[src/rtl/kpc_pkg.sv]
// Shared types, constants and helpers for the key press classifier.
// Used by every module of the block; depends on nothing else.
`timescale 1ns / 1ps

package kpc_pkg;

	localparam int KEY_W   = 8;
	localparam int TIME_W  = 32;
	localparam int LIMIT_W = 16;
	localparam int MASK_W  = 5;
	localparam int CFG_IDX_W  = 3;
	localparam int CFG_DATA_W = 16;

	// Configuration register indexes.
	localparam logic [CFG_IDX_W-1:0] CFG_SHORT_LIMIT = 3'd0;
	localparam logic [CFG_IDX_W-1:0] CFG_LONG_LIMIT  = 3'd1;
	localparam logic [CFG_IDX_W-1:0] CFG_REPEAT      = 3'd2;
	localparam logic [CFG_IDX_W-1:0] CFG_SHORT_MASK  = 3'd3;
	localparam logic [CFG_IDX_W-1:0] CFG_LONG_MASK   = 3'd4;

	// Reset values of the configuration registers.
	localparam logic [LIMIT_W-1:0] RST_SHORT_LIMIT = 16'd300;
	localparam logic [LIMIT_W-1:0] RST_LONG_LIMIT  = 16'd1500;
	localparam logic [LIMIT_W-1:0] RST_REPEAT      = 16'd50;
	localparam logic [MASK_W-1:0]  RST_SHORT_MASK  = 5'h1f;
	localparam logic [MASK_W-1:0]  RST_LONG_MASK   = 5'h02;

	// Event kinds.
	localparam logic EVT_SHORT = 1'b0;
	localparam logic EVT_LONG  = 1'b1;

	typedef struct packed {
		logic [LIMIT_W-1:0] short_limit;
		logic [LIMIT_W-1:0] long_limit;
		logic [LIMIT_W-1:0] repeat_ival;
		logic [MASK_W-1:0]  short_mask;
		logic [MASK_W-1:0]  long_mask;
	} cfg_t;

	typedef struct packed {
		logic              valid;
		logic [KEY_W-1:0]  code;
		logic              kind;
	} evt_t;

	// True when the code is a single key among the low five and its mask bit is set.
	function automatic logic code_enabled(logic [KEY_W-1:0] code, logic [MASK_W-1:0] mask);
		logic [MASK_W-1:0] low;
		logic              one_hot;
		low = code[MASK_W-1:0];
		one_hot = (code[KEY_W-1:MASK_W] == '0) && (low != '0)
			&& ((low & (low - MASK_W'(1))) == '0);
		return one_hot && ((low & mask) != '0);
	endfunction

endpackage

[src/rtl/kpc_cfg_regs.sv]
// Configuration register file of the key press classifier.
// Depends on kpc_pkg for the register indexes, widths and reset values.
`timescale 1ns / 1ps

module kpc_cfg_regs (
	input  logic                             clk,
	input  logic                             arst_n,
	input  logic                             cfg_we,
	input  logic [kpc_pkg::CFG_IDX_W-1:0]    cfg_index,
	input  logic [kpc_pkg::CFG_DATA_W-1:0]   cfg_data,
	output kpc_pkg::cfg_t                    cfg
);

	kpc_pkg::cfg_t cfg_q;

	always_ff @(posedge clk or negedge arst_n) begin
		if (!arst_n) begin
			cfg_q.short_limit <= kpc_pkg::RST_SHORT_LIMIT;
			cfg_q.long_limit  <= kpc_pkg::RST_LONG_LIMIT;
			cfg_q.repeat_ival <= kpc_pkg::RST_REPEAT;
			cfg_q.short_mask  <= kpc_pkg::RST_SHORT_MASK;
			cfg_q.long_mask   <= kpc_pkg::RST_LONG_MASK;
		end else if (cfg_we) begin
			unique case (cfg_index)
				kpc_pkg::CFG_SHORT_LIMIT: cfg_q.short_limit <= cfg_data;
				kpc_pkg::CFG_LONG_LIMIT:  cfg_q.long_limit  <= cfg_data;
				kpc_pkg::CFG_REPEAT:      cfg_q.repeat_ival <= cfg_data;
				kpc_pkg::CFG_SHORT_MASK:  cfg_q.short_mask  <= cfg_data[kpc_pkg::MASK_W-1:0];
				kpc_pkg::CFG_LONG_MASK:   cfg_q.long_mask   <= cfg_data[kpc_pkg::MASK_W-1:0];
				default: ;
			endcase
		end
	end

	assign cfg = cfg_q;

endmodule

[src/rtl/kpc_fsm.sv]
// Debounce and press classification state machine, one scan per step.
// Depends on kpc_pkg for the configuration and event types.
`timescale 1ns / 1ps

module kpc_fsm (
	input  logic                           clk,
	input  logic                           arst_n,
	input  logic                           step,
	input  logic [kpc_pkg::KEY_W-1:0]      key,
	input  logic [kpc_pkg::TIME_W-1:0]     now,
	input  kpc_pkg::cfg_t                  cfg,
	output kpc_pkg::evt_t                  evt
);

	typedef enum logic [2:0] {
		MODE_INIT     = 3'd0,
		MODE_IDLE     = 3'd1,
		MODE_PRESSED  = 3'd2,
		MODE_HELD     = 3'd3,
		MODE_RELEASED = 3'd4,
		MODE_SHORT    = 3'd5,
		MODE_LONG     = 3'd6
	} mode_t;

	mode_t                       mode_q;
	logic                        pending_q;
	logic [kpc_pkg::KEY_W-1:0]   first_q;
	logic [kpc_pkg::TIME_W-1:0]  press_time_q;
	logic [kpc_pkg::TIME_W-1:0]  repeat_time_q;

	logic [kpc_pkg::TIME_W-1:0]  held_for;
	logic [kpc_pkg::TIME_W-1:0]  since_repeat;
	logic                        key_match;
	logic                        past_long;
	logic                        below_short;
	logic                        below_long;
	logic                        repeat_due;

	assign held_for     = now - press_time_q;
	assign since_repeat = now - repeat_time_q;
	assign key_match    = (key == first_q);
	assign past_long    = held_for >= kpc_pkg::TIME_W'(cfg.long_limit);
	assign below_short  = held_for < kpc_pkg::TIME_W'(cfg.short_limit);
	assign below_long   = !past_long;
	assign repeat_due   = since_repeat >= kpc_pkg::TIME_W'(cfg.repeat_ival);

	always_comb begin
		evt.valid = 1'b0;
		evt.code  = first_q;
		evt.kind  = kpc_pkg::EVT_SHORT;
		unique case (mode_q)
			MODE_HELD: begin
				evt.valid = key_match && repeat_due
					&& kpc_pkg::code_enabled(first_q, cfg.short_mask);
			end
			MODE_SHORT: begin
				evt.valid = kpc_pkg::code_enabled(first_q, cfg.short_mask);
			end
			MODE_LONG: begin
				evt.valid = kpc_pkg::code_enabled(first_q, cfg.long_mask);
				evt.kind  = kpc_pkg::EVT_LONG;
			end
			default: ;
		endcase
	end

	always_ff @(posedge clk or negedge arst_n) begin
		if (!arst_n) begin
			mode_q        <= MODE_INIT;
			pending_q     <= 1'b0;
			first_q       <= '0;
			press_time_q  <= '0;
			repeat_time_q <= '0;
		end else if (step) begin
			unique case (mode_q)
				MODE_IDLE: begin
					if (key == '0) begin
						pending_q <= 1'b0;
						first_q   <= '0;
					end else if (!pending_q || !key_match) begin
						// A first scan, or a pair that disagrees: the newest scan starts over.
						first_q   <= key;
						pending_q <= 1'b1;
					end else begin
						pending_q    <= 1'b0;
						mode_q       <= MODE_PRESSED;
						press_time_q <= now;
					end
				end
				MODE_PRESSED: begin
					if (key == '0) begin
						mode_q <= MODE_RELEASED;
					end else if (!key_match) begin
						mode_q <= MODE_IDLE;
					end else if (past_long) begin
						mode_q        <= MODE_HELD;
						repeat_time_q <= now;
					end
				end
				MODE_HELD: begin
					if (!key_match) begin
						mode_q <= MODE_IDLE;
					end else if (repeat_due) begin
						repeat_time_q <= now;
					end
				end
				MODE_RELEASED: begin
					if (below_short) begin
						mode_q <= MODE_SHORT;
					end else if (below_long) begin
						mode_q <= MODE_LONG;
					end else begin
						mode_q <= MODE_IDLE;
					end
				end
				default: mode_q <= MODE_IDLE;
			endcase
		end
	end

endmodule

[src/rtl/key_press_classifier_top.sv]
// Top level of the key press classifier: input register, state machine, result register.
// Depends on kpc_pkg, kpc_cfg_regs and kpc_fsm.
`timescale 1ns / 1ps

// Usage
// Each input item is one key scan: the raw key bitmap and its millisecond timestamp.
// Scans enter on the in_valid / in_ready channel and are registered first. Once the
// result register is free or being emptied, the state machine classifies the scan
// against its stored state and the configuration, and any event it produces (short
// press, repeat, or long press) lands in the result register, which drives the
// out_valid / out_ready channel. One scan is accepted every cycle while the receiver
// keeps up; most scans produce no event at all, and at most one event follows a scan.
// If the receiver stalls with an event waiting, the registered scan waits too and
// in_ready drops once that register is full; a scan still enters while the waiting
// event is taken in the same cycle.
// The user must write the configuration registers, through cfg_we, cfg_index and
// cfg_data, only while the block is idle; the block itself does not enforce this.
// Reset restores the default limits and masks, empties both registers and puts the
// state machine into its initial mode, which the first scan leaves for idle.
module key_press_classifier_top (
	input  logic                             clk,
	input  logic                             arst_n,
	input  logic                             in_valid,
	output logic                             in_ready,
	input  logic [kpc_pkg::KEY_W-1:0]        key_bits,
	input  logic [kpc_pkg::TIME_W-1:0]       now_ms,
	output logic                             out_valid,
	input  logic                             out_ready,
	output logic [kpc_pkg::KEY_W-1:0]        key_code,
	output logic                             event_kind,
	input  logic                             cfg_we,
	input  logic [kpc_pkg::CFG_IDX_W-1:0]    cfg_index,
	input  logic [kpc_pkg::CFG_DATA_W-1:0]   cfg_data
);

	kpc_pkg::cfg_t cfg;
	kpc_pkg::evt_t evt;

	logic                          valid_s1;
	logic [kpc_pkg::KEY_W-1:0]     key_bits_s1;
	logic [kpc_pkg::TIME_W-1:0]    now_ms_s1;
	logic                          advance_s1;

	logic                          out_valid_q;
	logic [kpc_pkg::KEY_W-1:0]     key_code_q;
	logic                          event_kind_q;

	// The registered scan moves on whenever the result register is free or being emptied.
	assign advance_s1 = valid_s1 && (!out_valid_q || out_ready);
	assign in_ready   = !valid_s1 || advance_s1;

	kpc_cfg_regs u_cfg (
		.clk       (clk),
		.arst_n    (arst_n),
		.cfg_we    (cfg_we),
		.cfg_index (cfg_index),
		.cfg_data  (cfg_data),
		.cfg       (cfg)
	);

	kpc_fsm u_fsm (
		.clk    (clk),
		.arst_n (arst_n),
		.step   (advance_s1),
		.key    (key_bits_s1),
		.now    (now_ms_s1),
		.cfg    (cfg),
		.evt    (evt)
	);

	// Input register.
	always_ff @(posedge clk or negedge arst_n) begin
		if (!arst_n) begin
			valid_s1 <= 1'b0;
		end else if (in_ready) begin
			valid_s1 <= in_valid;
		end
	end

	always_ff @(posedge clk) begin
		if (in_valid && in_ready) begin
			key_bits_s1 <= key_bits;
			now_ms_s1   <= now_ms;
		end
	end

	// Result register.
	always_ff @(posedge clk or negedge arst_n) begin
		if (!arst_n) begin
			out_valid_q <= 1'b0;
		end else if (advance_s1) begin
			out_valid_q <= evt.valid;
		end else if (out_ready) begin
			out_valid_q <= 1'b0;
		end
	end

	always_ff @(posedge clk) begin
		if (advance_s1 && evt.valid) begin
			key_code_q   <= evt.code;
			event_kind_q <= evt.kind;
		end
	end

	assign out_valid  = out_valid_q;
	assign key_code   = key_code_q;
	assign event_kind = event_kind_q;

endmodule

[config.mk]
export PLATFORM = sky130hd
export DESIGN_NAME = key_press_classifier_top
export DESIGN_NICKNAME = d
export VERILOG_FILES = /design/src/rtl/kpc_pkg.sv /design/src/rtl/kpc_cfg_regs.sv /design/src/rtl/kpc_fsm.sv /design/src/rtl/key_press_classifier_top.sv
export SDC_FILE = /design/constraint.sdc
export NUM_CORES = 1
export LEC_CHECK = 0
export BUFFER_PORTS_ARGS = -buffer_cell sky130_fd_sc_hd__buf_2
export CORE_MARGIN = 5
export CORE_UTILIZATION = 30
export DETAILED_ROUTE_END_ITERATION = 7
export PLACE_DENSITY = 0.56
export SLEW_MARGIN = 10
export SYNTH_ARGS = -nofsm -noshare
export SYNTH_HDL_FRONTEND = slang
export SYNTH_HIERARCHICAL = 1
export SYNTH_SLANG_ARGS = --single-unit
[constraint.sdc]
create_clock -name clk -period 5.65 [get_ports clk]
set_input_delay 0.2825 -clock clk [delete_from_list [all_inputs] [get_ports clk]]
set_output_delay 0.2825 -clock clk [all_outputs]
set_load 0.03 [all_outputs]
==> results of run 1 <==
==> per-layer routing <==
layer / GRT usage / vias up / wire [um]
li1: - / 4694 / -
met1: 0.198 / 4571 / 16300
met2: 0.228 / 199 / 15000
met3: 0.0226 / 38 / 1020
met4: 0.0367 / 2 / 559
met5: 0 / - / 7
==> cell usage in the layout, fill, tap and decap left out, drive strengths merged, types with 4 or more instances in the layout <==
cell type / synthesis / final
a2111oi: 9 / 9
a211oi: 12 / 12
a21o: 35 / 35
a21oi: 84 / 84
a221oi: 5 / 5
a311oi: 5 / 5
a31oi: 8 / 8
and2: 8 / 8
and3: 9 / 9
and4: 4 / 4
and4bb: 4 / 4
buf: 15 / 81
clkbuf: 25 / 19
clkinv: 0 / 4
dfrtp: 116 / 116
dfstp: 20 / 20
dlygate4sd3: 0 / 16
edfxtp: 49 / 49
ha: 109 / 109
inv: 125 / 131
mux2: 100 / 100
nand2: 99 / 99
nand2b: 13 / 13
nand3: 24 / 24
nand4: 26 / 26
nor2: 55 / 55
nor2b: 7 / 7
nor3: 25 / 25
nor4: 5 / 5
o2111ai: 9 / 9
o211ai: 12 / 12
o21a: 17 / 17
o21ai: 85 / 85
o21bai: 10 / 10
o221ai: 4 / 4
o31ai: 5 / 5
or3: 7 / 7
xnor2: 37 / 37
xor2: 14 / 14
==> worst max-delay path: stages, from the launching register on <==
cell                        delay, ns
sky130_fd_sc_hd__edfxtp_1        0.37
sky130_fd_sc_hd__inv_1           0.07
sky130_fd_sc_hd__ha_1            0.22
sky130_fd_sc_hd__fa_1            0.41
sky130_fd_sc_hd__and2b_1         0.24
sky130_fd_sc_hd__o2111ai_1       0.21
sky130_fd_sc_hd__a21oi_1         0.42
sky130_fd_sc_hd__nor2_1          0.14
sky130_fd_sc_hd__o31ai_1         0.30
sky130_fd_sc_hd__xor2_1          0.11
sky130_fd_sc_hd__ha_1            0.33
sky130_fd_sc_hd__nand4_1         0.13
sky130_fd_sc_hd__o32ai_1         0.35
sky130_fd_sc_hd__nor2_1          0.07
sky130_fd_sc_hd__o2111ai_1       0.08
sky130_fd_sc_hd__a21oi_1         0.05
sky130_fd_sc_hd__and4bb_2        0.23
sky130_fd_sc_hd__a41oi_1         0.24
sky130_fd_sc_hd__o21ai_0         0.20
sky130_fd_sc_hd__a21oi_1         0.18
sky130_fd_sc_hd__nand2_1         0.10
sky130_fd_sc_hd__nor2b_2         0.36
==> flip-flops by register name, summed over array words and instances, names as in the netlist <==
register,count
u_fsm/press_time_q,32
u_cfg/cfg,58
u_fsm/repeat_time_q,32
valid_s1,1
key_code,8
u_fsm/pending_q,1
key_bits_s1,8
u_fsm/mode_q,3
out_valid,1
event_kind,1
now_ms_s1,32
u_fsm/first_q,8
==> worst max-delay path by stage <==
stage,startpoint,slack [ns],to,depth (start not counted)
after floorplan,now_ms_s1[0],1.10,event_kind,21
after global placement,now_ms_s1[0],0.51,key_code[2],21
after detailed placement,now_ms_s1[0],0.35,key_code[3],21
after CTS,now_ms_s1[0],0.32,key_code[3],21
after global routing,now_ms_s1[0],0.15,key_code[1],21
final,now_ms_s1[0],0.51,key_code[1],21
==> power breakdown <==
part / internal (W) / switching [W]
sequential: 0.00165 / 0.000185
clock: 0.000621 / 0.000559
combinational: 0.00102 / 0.00139
total: 0.00329 / 0.00213
==> area by class of cell <==
| cell class | instances | area (sq um) |
|---|---|---|
| Clock inverter | 13 | 136 |
| Fill cell | 4180 | 26900 |
| Sequential cell | 185 | 4900 |
| Tap cell | 532 | 666 |
| Clock buffer | 19 | 433 |
| Timing Repair Buffer | 97 | 602 |
| Multi-Input combinational cell | 899 | 6870 |
| Inverter | 125 | 469 |
==> what timing repair did <==
item,CTS,global route
hold buffers,16,0
resized for setup,0,1
endpoints found under the hold margin,88,0
endpoints found under the setup margin,0,9
buffers inserted,0,0
==> cells by family after synthesis <==
kind of cell / synth area share
AO/OA/AOI/OAI: 0.173
AND/OR/NAND/NOR: 0.126
flip-flops: 0.392
buffers and inverters: 0.0585
adder cells (fa/ha/maj): 0.112
multiplexers: 0.101
XOR/XNOR: 0.0358
==> metrics by stage <==
stage          cells  hold WS (ns)  utilization  setup WS [ns]  cell area (sq um)
6_report        1870        0.0208        0.343          0.510              14100
5_1_grt         1870       0.00231        0.343          0.147              14100
4_1_cts         1870     0.0000194        0.343          0.322              14100
3_5_place_dp    1822         0.447        0.325          0.346              13300
3_3_place_gp    1822         0.414        0.325          0.512              13300
2_1_floorplan   1250       -0.0131            -           1.10              12500
==> impl_metrics.csv, run 1 <==
group,metric,value,unit
sta,relSlewSlack,0.428,
power,power_density_over_the_cells,386,nW/um^2
sta,timing.setup.tns,0,ns
worst_hold_path,number_of_cells_on_the_worst_hold_path,1,
logic_synthesis,postSynth.topFlopCell,"sky130_fd_sc_hd__dfrtp_1",
cts,cts_inserted_buffers,17,
sta,post-route-period-util,0.910,
cts,h-tree-depth,4,
setup_path,r2r_end,"key_code[1]",
route,vias,9504,
placed_design,place.detailed.hpwl,25000,um
final_layout,final_nets,1500,
sta,tmin_final,5.14,ns
cts,clk_root_buffer_cell,"sky130_fd_sc_hd__clkbuf_16",
final_layout,synthToLayoutAreaGrowth,12.7,%
worst_hold_path,hp-class,"in -> reg",
floorplan,io-pin-count,75,
setup_path,critPathLaunchType,"flip-flop",
setup_path,crit_path_max_fanout,9,
global_routing,track_usage,0.141,
final_layout,antennaDiodeCount,0,
global_routing,number_of_antenna_violations_at_the_first_check_in_global_routing,1,
setup_path,wp_data_required,5.76,ns
global_routing,first_pass_grt_wire_length,52700,um
route,wl_per_cell,17.5,um
cts,clock_latency,0.45,ns
cts,cts_tree,"done",
global_routing,overflow,0,
global_routing,grt_max_degree,88,
power,total_power,0.00542,W
route,post_drt_via_cell_ratio,5.08,
sta,count_of_final_setup_violators,0,
logic_synthesis,yosys-top-cells-count,"125 x sky130_fd_sc_hd__inv_1, 116 x sky130_fd_sc_hd__dfrtp_1, 109 x sky130_fd_sc_hd__ha_1",
floorplan,floorplan.die.height,214,um
logic_synthesis,synthArstFlopShare,0.735,
sta,max_freq,195,MHz
floorplan,die-area,45800,sq um
logic_synthesis,synthDominantCellAreaShare,0.232,
floorplan,initial_core_util,0.304,
placed_design,place_congestion,0.952,
cts,cts.path.max_buffers,2,
setup_path,worst-r2r-setup-slack,0.51,ns
worst_hold_path,min_to,"now_ms_s1[31]",
power,leakage,6.04,nW
sta,hold_viol,0,
worst_hold_path,hold_path.startpoint,"now_ms[31]",
logic_synthesis,most_common_cell_in_the_synthesized_netlist,"sky130_fd_sc_hd__inv_1",
logic_synthesis,synth_seq_cells,185,
route,detail_route.iter0.violations,630,
logic_synthesis,synth_area_per_cell,9.99,sq um
route,wl,32800,um
sta,fin_worst_skew,0.0148,ns
setup_path,capturing_element_type_of_the_critical_path,"flip-flop",
floorplan,die-width,214,um
sta,tightest_slew,0.857,ns
placed_design,port_buffers,74,
floorplan,site_row_count,74,
logic_synthesis,synthesis.nets,1425,
logic_synthesis,syn-instance-count,1250,
route,drtPass1Iterations,5,
route,drc,0,
floorplan,floorplan.core_area,41000,sq um
setup_path,cp_arrival,5.25,ns
sta,finalMaxSlewViolations,0,
global_routing,via_count_of_the_first_global_routing_pass,9468,
final_layout,final_layout_size_suffix_gt1_frac,0.199,
sta,rsz0062_at_grt,"false",
route,postRouteAntennaNets,0,
setup_path,reg2regPathDepth,21,
setup_path,path_class,"reg -> reg",
cts,numClockSinks,185,
logic_synthesis,synth_area,12500,sq um
logic_synthesis,synth_edf_count,49,
cts,clk_transition_reported_paths,0.07,ns
logic_synthesis,synth_top_cells_by_area,"sky130_fd_sc_hd__dfrtp_1 23%, sky130_fd_sc_hd__edfxtp_1 12%, sky130_fd_sc_hd__ha_1 11%",
logic_synthesis,yosys.cell_types.count,88,
flow_run,maxCapViolations,0,
logic_synthesis,synth-warning-count,6,
power,vdd_ir_drop_max,0.244,mV
logic_synthesis,yosysTopAreaCell,"sky130_fd_sc_hd__dfrtp_1",
logic_synthesis,seq_area_frac_synth,0.392,
outcome,status,"finished clean",
setup_path,reg2reg_from,"now_ms_s1[0]",
Note: power is estimated with default switching activity, not from simulation.
==> inputs of run 2 (changes only) <==
- SYNTH_HIERARCHICAL: 1 -> unset
==> impl_metrics.csv, run 2 <==
group,metric,value,unit
setup_path,cp_arrival,5.70,ns
sta,timing.setup.tns,0,ns
route,route.met3.wl,1680,um
final_layout,mostFrequentLayoutCell,"sky130_fd_sc_hd__nand2_1",
setup_path,capturing_element_type_of_the_critical_path,"flip-flop",
logic_synthesis,yosys-top-cells-count,"148 x sky130_fd_sc_hd__nand2_1, 127 x sky130_fd_sc_hd__inv_1, 118 x sky130_fd_sc_hd__o21ai_0",
route,wl_per_cell,17.4,um
route,met2WireLength,15800,um
final_layout,final_nets,1571,
route,postRouteAntennaNets,0,
floorplan,die-area,45600,sq um
worst_hold_path,hp-class,"in -> reg",
logic_synthesis,synthDominantCellAreaShare,0.234,
logic_synthesis,synthArstFlopShare,0.735,
global_routing,grt_max_degree,53,
logic_synthesis,synthesis.nets,1474,
setup_path,r2r_end,"u_fsm.repeat_time_q[31]",
route,routed.top_layer,"met4",
placed_design,port_buffers,74,
logic_synthesis,synth_top_cells_by_area,"sky130_fd_sc_hd__dfrtp_1 23%, sky130_fd_sc_hd__edfxtp_1 12%, sky130_fd_sc_hd__ha_1 11%",
worst_hold_path,min_to,"now_ms_s1[11]",
setup_path,reg2regPathDepth,19,
global_routing,track_usage,0.150,
final_layout,final_layout_size_suffix_gt1_frac,0.165,
final_layout,multiInputGateArea,6770,sq um
setup_path,path_class,"reg -> reg",
sta,fin_worst_skew,0.0196,ns
outcome,status,"finished clean",
final_layout,synthToLayoutAreaGrowth,15.1,%
sta,post-route-period-util,0.948,
logic_synthesis,yosysTopAreaCell,"sky130_fd_sc_hd__dfrtp_1",
logic_synthesis,synth_edf_count,49,
sta,max_freq,187,MHz
route,detail_route.iter0.violations,906,
logic_synthesis,syn-instance-count,1299,
global_routing,via_count_of_the_first_global_routing_pass,9818,
floorplan,die-width,214,um
sta,hold_viol,0,
route,post_drt_via_cell_ratio,5.10,
sta,tmin_final,5.35,ns
route,routedLengthMet1,15800,um
setup_path,worst-r2r-setup-slack,0.30,ns
logic_synthesis,most_common_cell_in_the_synthesized_netlist,"sky130_fd_sc_hd__nand2_1",
final_layout,flip_flop_count_of_the_largest_register_after_layout,58,
placed_design,place_congestion,0.879,
logic_synthesis,synth_area_per_cell,9.57,sq um
global_routing,overflow,0,
floorplan,site_row_count,74,
worst_hold_path,hold_path.startpoint,"now_ms[11]",
sta,tightest_slew,1.09,ns
global_routing,number_of_antenna_violations_at_the_first_check_in_global_routing,0,
worst_hold_path,number_of_cells_on_the_worst_hold_path,1,
flow_run,maxCapViolations,0,
setup_path,wp_data_required,6.00,ns
logic_synthesis,postSynth.topFlopCell,"sky130_fd_sc_hd__dfrtp_1",
logic_synthesis,synth_seq_cells,185,
floorplan,io-pin-count,75,
cts,numClockSinks,185,
global_routing,first_pass_grt_wire_length,54000,um
sta,final.hold.worst_slack,0.0226,ns
final_layout,antennaDiodeCount,0,
cts,cts_tree,"done",
sta,finalMaxSlewViolations,0,
sta,count_of_final_setup_violators,0,
setup_path,crit_path_max_fanout,20,
cts,cts_inserted_buffers,17,
cts,clk_transition_reported_paths,0.08,ns
final_layout,layout.area.seq,4900,sq um
power,leakage,6.15,nW
setup_path,reg2reg_from,"now_ms_s1[3]",
floorplan,initial_core_util,0.304,
logic_synthesis,synth-warning-count,0,
setup_path,critPathLaunchType,"flip-flop",
route,drtPass1Iterations,5,
sta,rsz0062_at_grt,"false",
cts,postCtsSetupRepairBufs,0,
logic_synthesis,seq_area_frac_synth,0.394,
route,drc,0,
floorplan,floorplan.core_area,40900,sq um
cts,h-tree-depth,4,
power,vdd_ir_drop_max,0.290,mV
logic_synthesis,yosys.cell_types.count,92,
logic_synthesis,synth_area,12400,sq um
placed_design,place.detailed.hpwl,26300,um
cts,cts.path.max_buffers,2,
cts,clk_root_buffer_cell,"sky130_fd_sc_hd__clkbuf_16",
sta,relSlewSlack,0.270,
final_layout,most-common-layout-cells,"148 x sky130_fd_sc_hd__nand2_1, 127 x sky130_fd_sc_hd__inv_1, 118 x sky130_fd_sc_hd__o21ai_0",
floorplan,floorplan.die.height,214,um
cts,clock_latency,0.47,ns
route,wl,33700,um
power,power_density_over_the_cells,407,nW/um^2
route,vias,9897,
final_layout,fillerInstances,4206,
## run 2: report_power, final
part | internal [W] | switching, W
registers | 0.00166 | 0.000172
clock network | 0.000631 | 0.000612
logic | 0.00114 | 0.00160
## run 2: cell type report
cell class              instances  share of cell area
clock buffers                  19              0.0324
clock inverters                13              0.0101
inverters                     127              0.0333
multi-input cells             939               0.473
flip-flops and latches        185               0.342
well taps                     532              0.0465
repair buffers                126              0.0620
## run 2: metal layers
metal / GRT usage / up-vias
met2: 0.245 / 227
met3: 0.0334 / 23
met1: 0.206 / 4801
li1: - / 4846
met5: 0 / -
met4: 0.0342 / 0
## run 2: repair_timing
item | CTS | global route
resized for setup | 0 | 5
hold buffers | 38 | 0
endpoints found under the hold margin | 84 | 0
setup endpoints to repair | 0 | 9
## run 2: per-stage QoR
stage / instances / total power [W] / util / area [sq um] / worst slack (ns)
after detailed placement: 1871 / 0.00457 / 0.325 / 13300 / 0.292
after floorplan: 1299 / 0.00382 / - / 12400 / 0.779
after global placement: 1871 / 0.00454 / 0.325 / 13300 / 0.391
final: 1941 / 0.00582 / 0.350 / 14300 / 0.296
after global routing: 1941 / 0.00629 / 0.350 / 14300 / 0.0217
after CTS: 1941 / 0.00587 / 0.349 / 14300 / 0.253
## run 2: cell families (layout without fill, tap and decap cells)
kind of cell,after synthesis,after routing,synth area share
fa+ha+maj,111,111,0.113
buf+inv,175,285,0.0642
simple gates,375,375,0.156
xor+xnor,52,52,0.0366
flops,185,185,0.394
compound gates,339,339,0.172
mux,62,62,0.0642
## run 2: worst max path at each step
| stage | startpoint | to | cells after the start |
|---|---|---|---|
| 3_5_place_dp | now_ms_s1[0] | key_code[2] | 20 |
| 3_3_place_gp | now_ms_s1[3] | key_code[1] | 20 |
| 6_report | now_ms_s1[3] | u_fsm.repeat_time_q[31] | 19 |
| 2_1_floorplan | now_ms_s1[3] | event_kind | 20 |
| 4_1_cts | now_ms_s1[0] | key_code[0] | 20 |
| 5_1_grt | now_ms_s1[3] | key_code[4] | 20 |
## run 2: worst max-delay path: stages, from the launching register on
cell	delay, ns
sky130_fd_sc_hd__edfxtp_1	0.45
sky130_fd_sc_hd__ha_1	0.41
sky130_fd_sc_hd__o211ai_1	0.20
sky130_fd_sc_hd__a21oi_1	0.09
sky130_fd_sc_hd__or3b_2	0.50
sky130_fd_sc_hd__a31o_2	0.25
sky130_fd_sc_hd__a31oi_1	0.19
sky130_fd_sc_hd__xnor2_1	0.15
sky130_fd_sc_hd__ha_1	0.25
sky130_fd_sc_hd__o2111a_1	0.27
sky130_fd_sc_hd__and2_1	0.15
sky130_fd_sc_hd__o21ai_0	0.11
sky130_fd_sc_hd__o2111ai_1	0.14
sky130_fd_sc_hd__a2111oi_0	0.61
sky130_fd_sc_hd__nand4bb_1	0.18
sky130_fd_sc_hd__nor4_1	0.26
sky130_fd_sc_hd__and4b_1	0.27
sky130_fd_sc_hd__o22a_4	0.18
sky130_fd_sc_hd__buf_12	0.19
sky130_fd_sc_hd__mux2_2	0.35
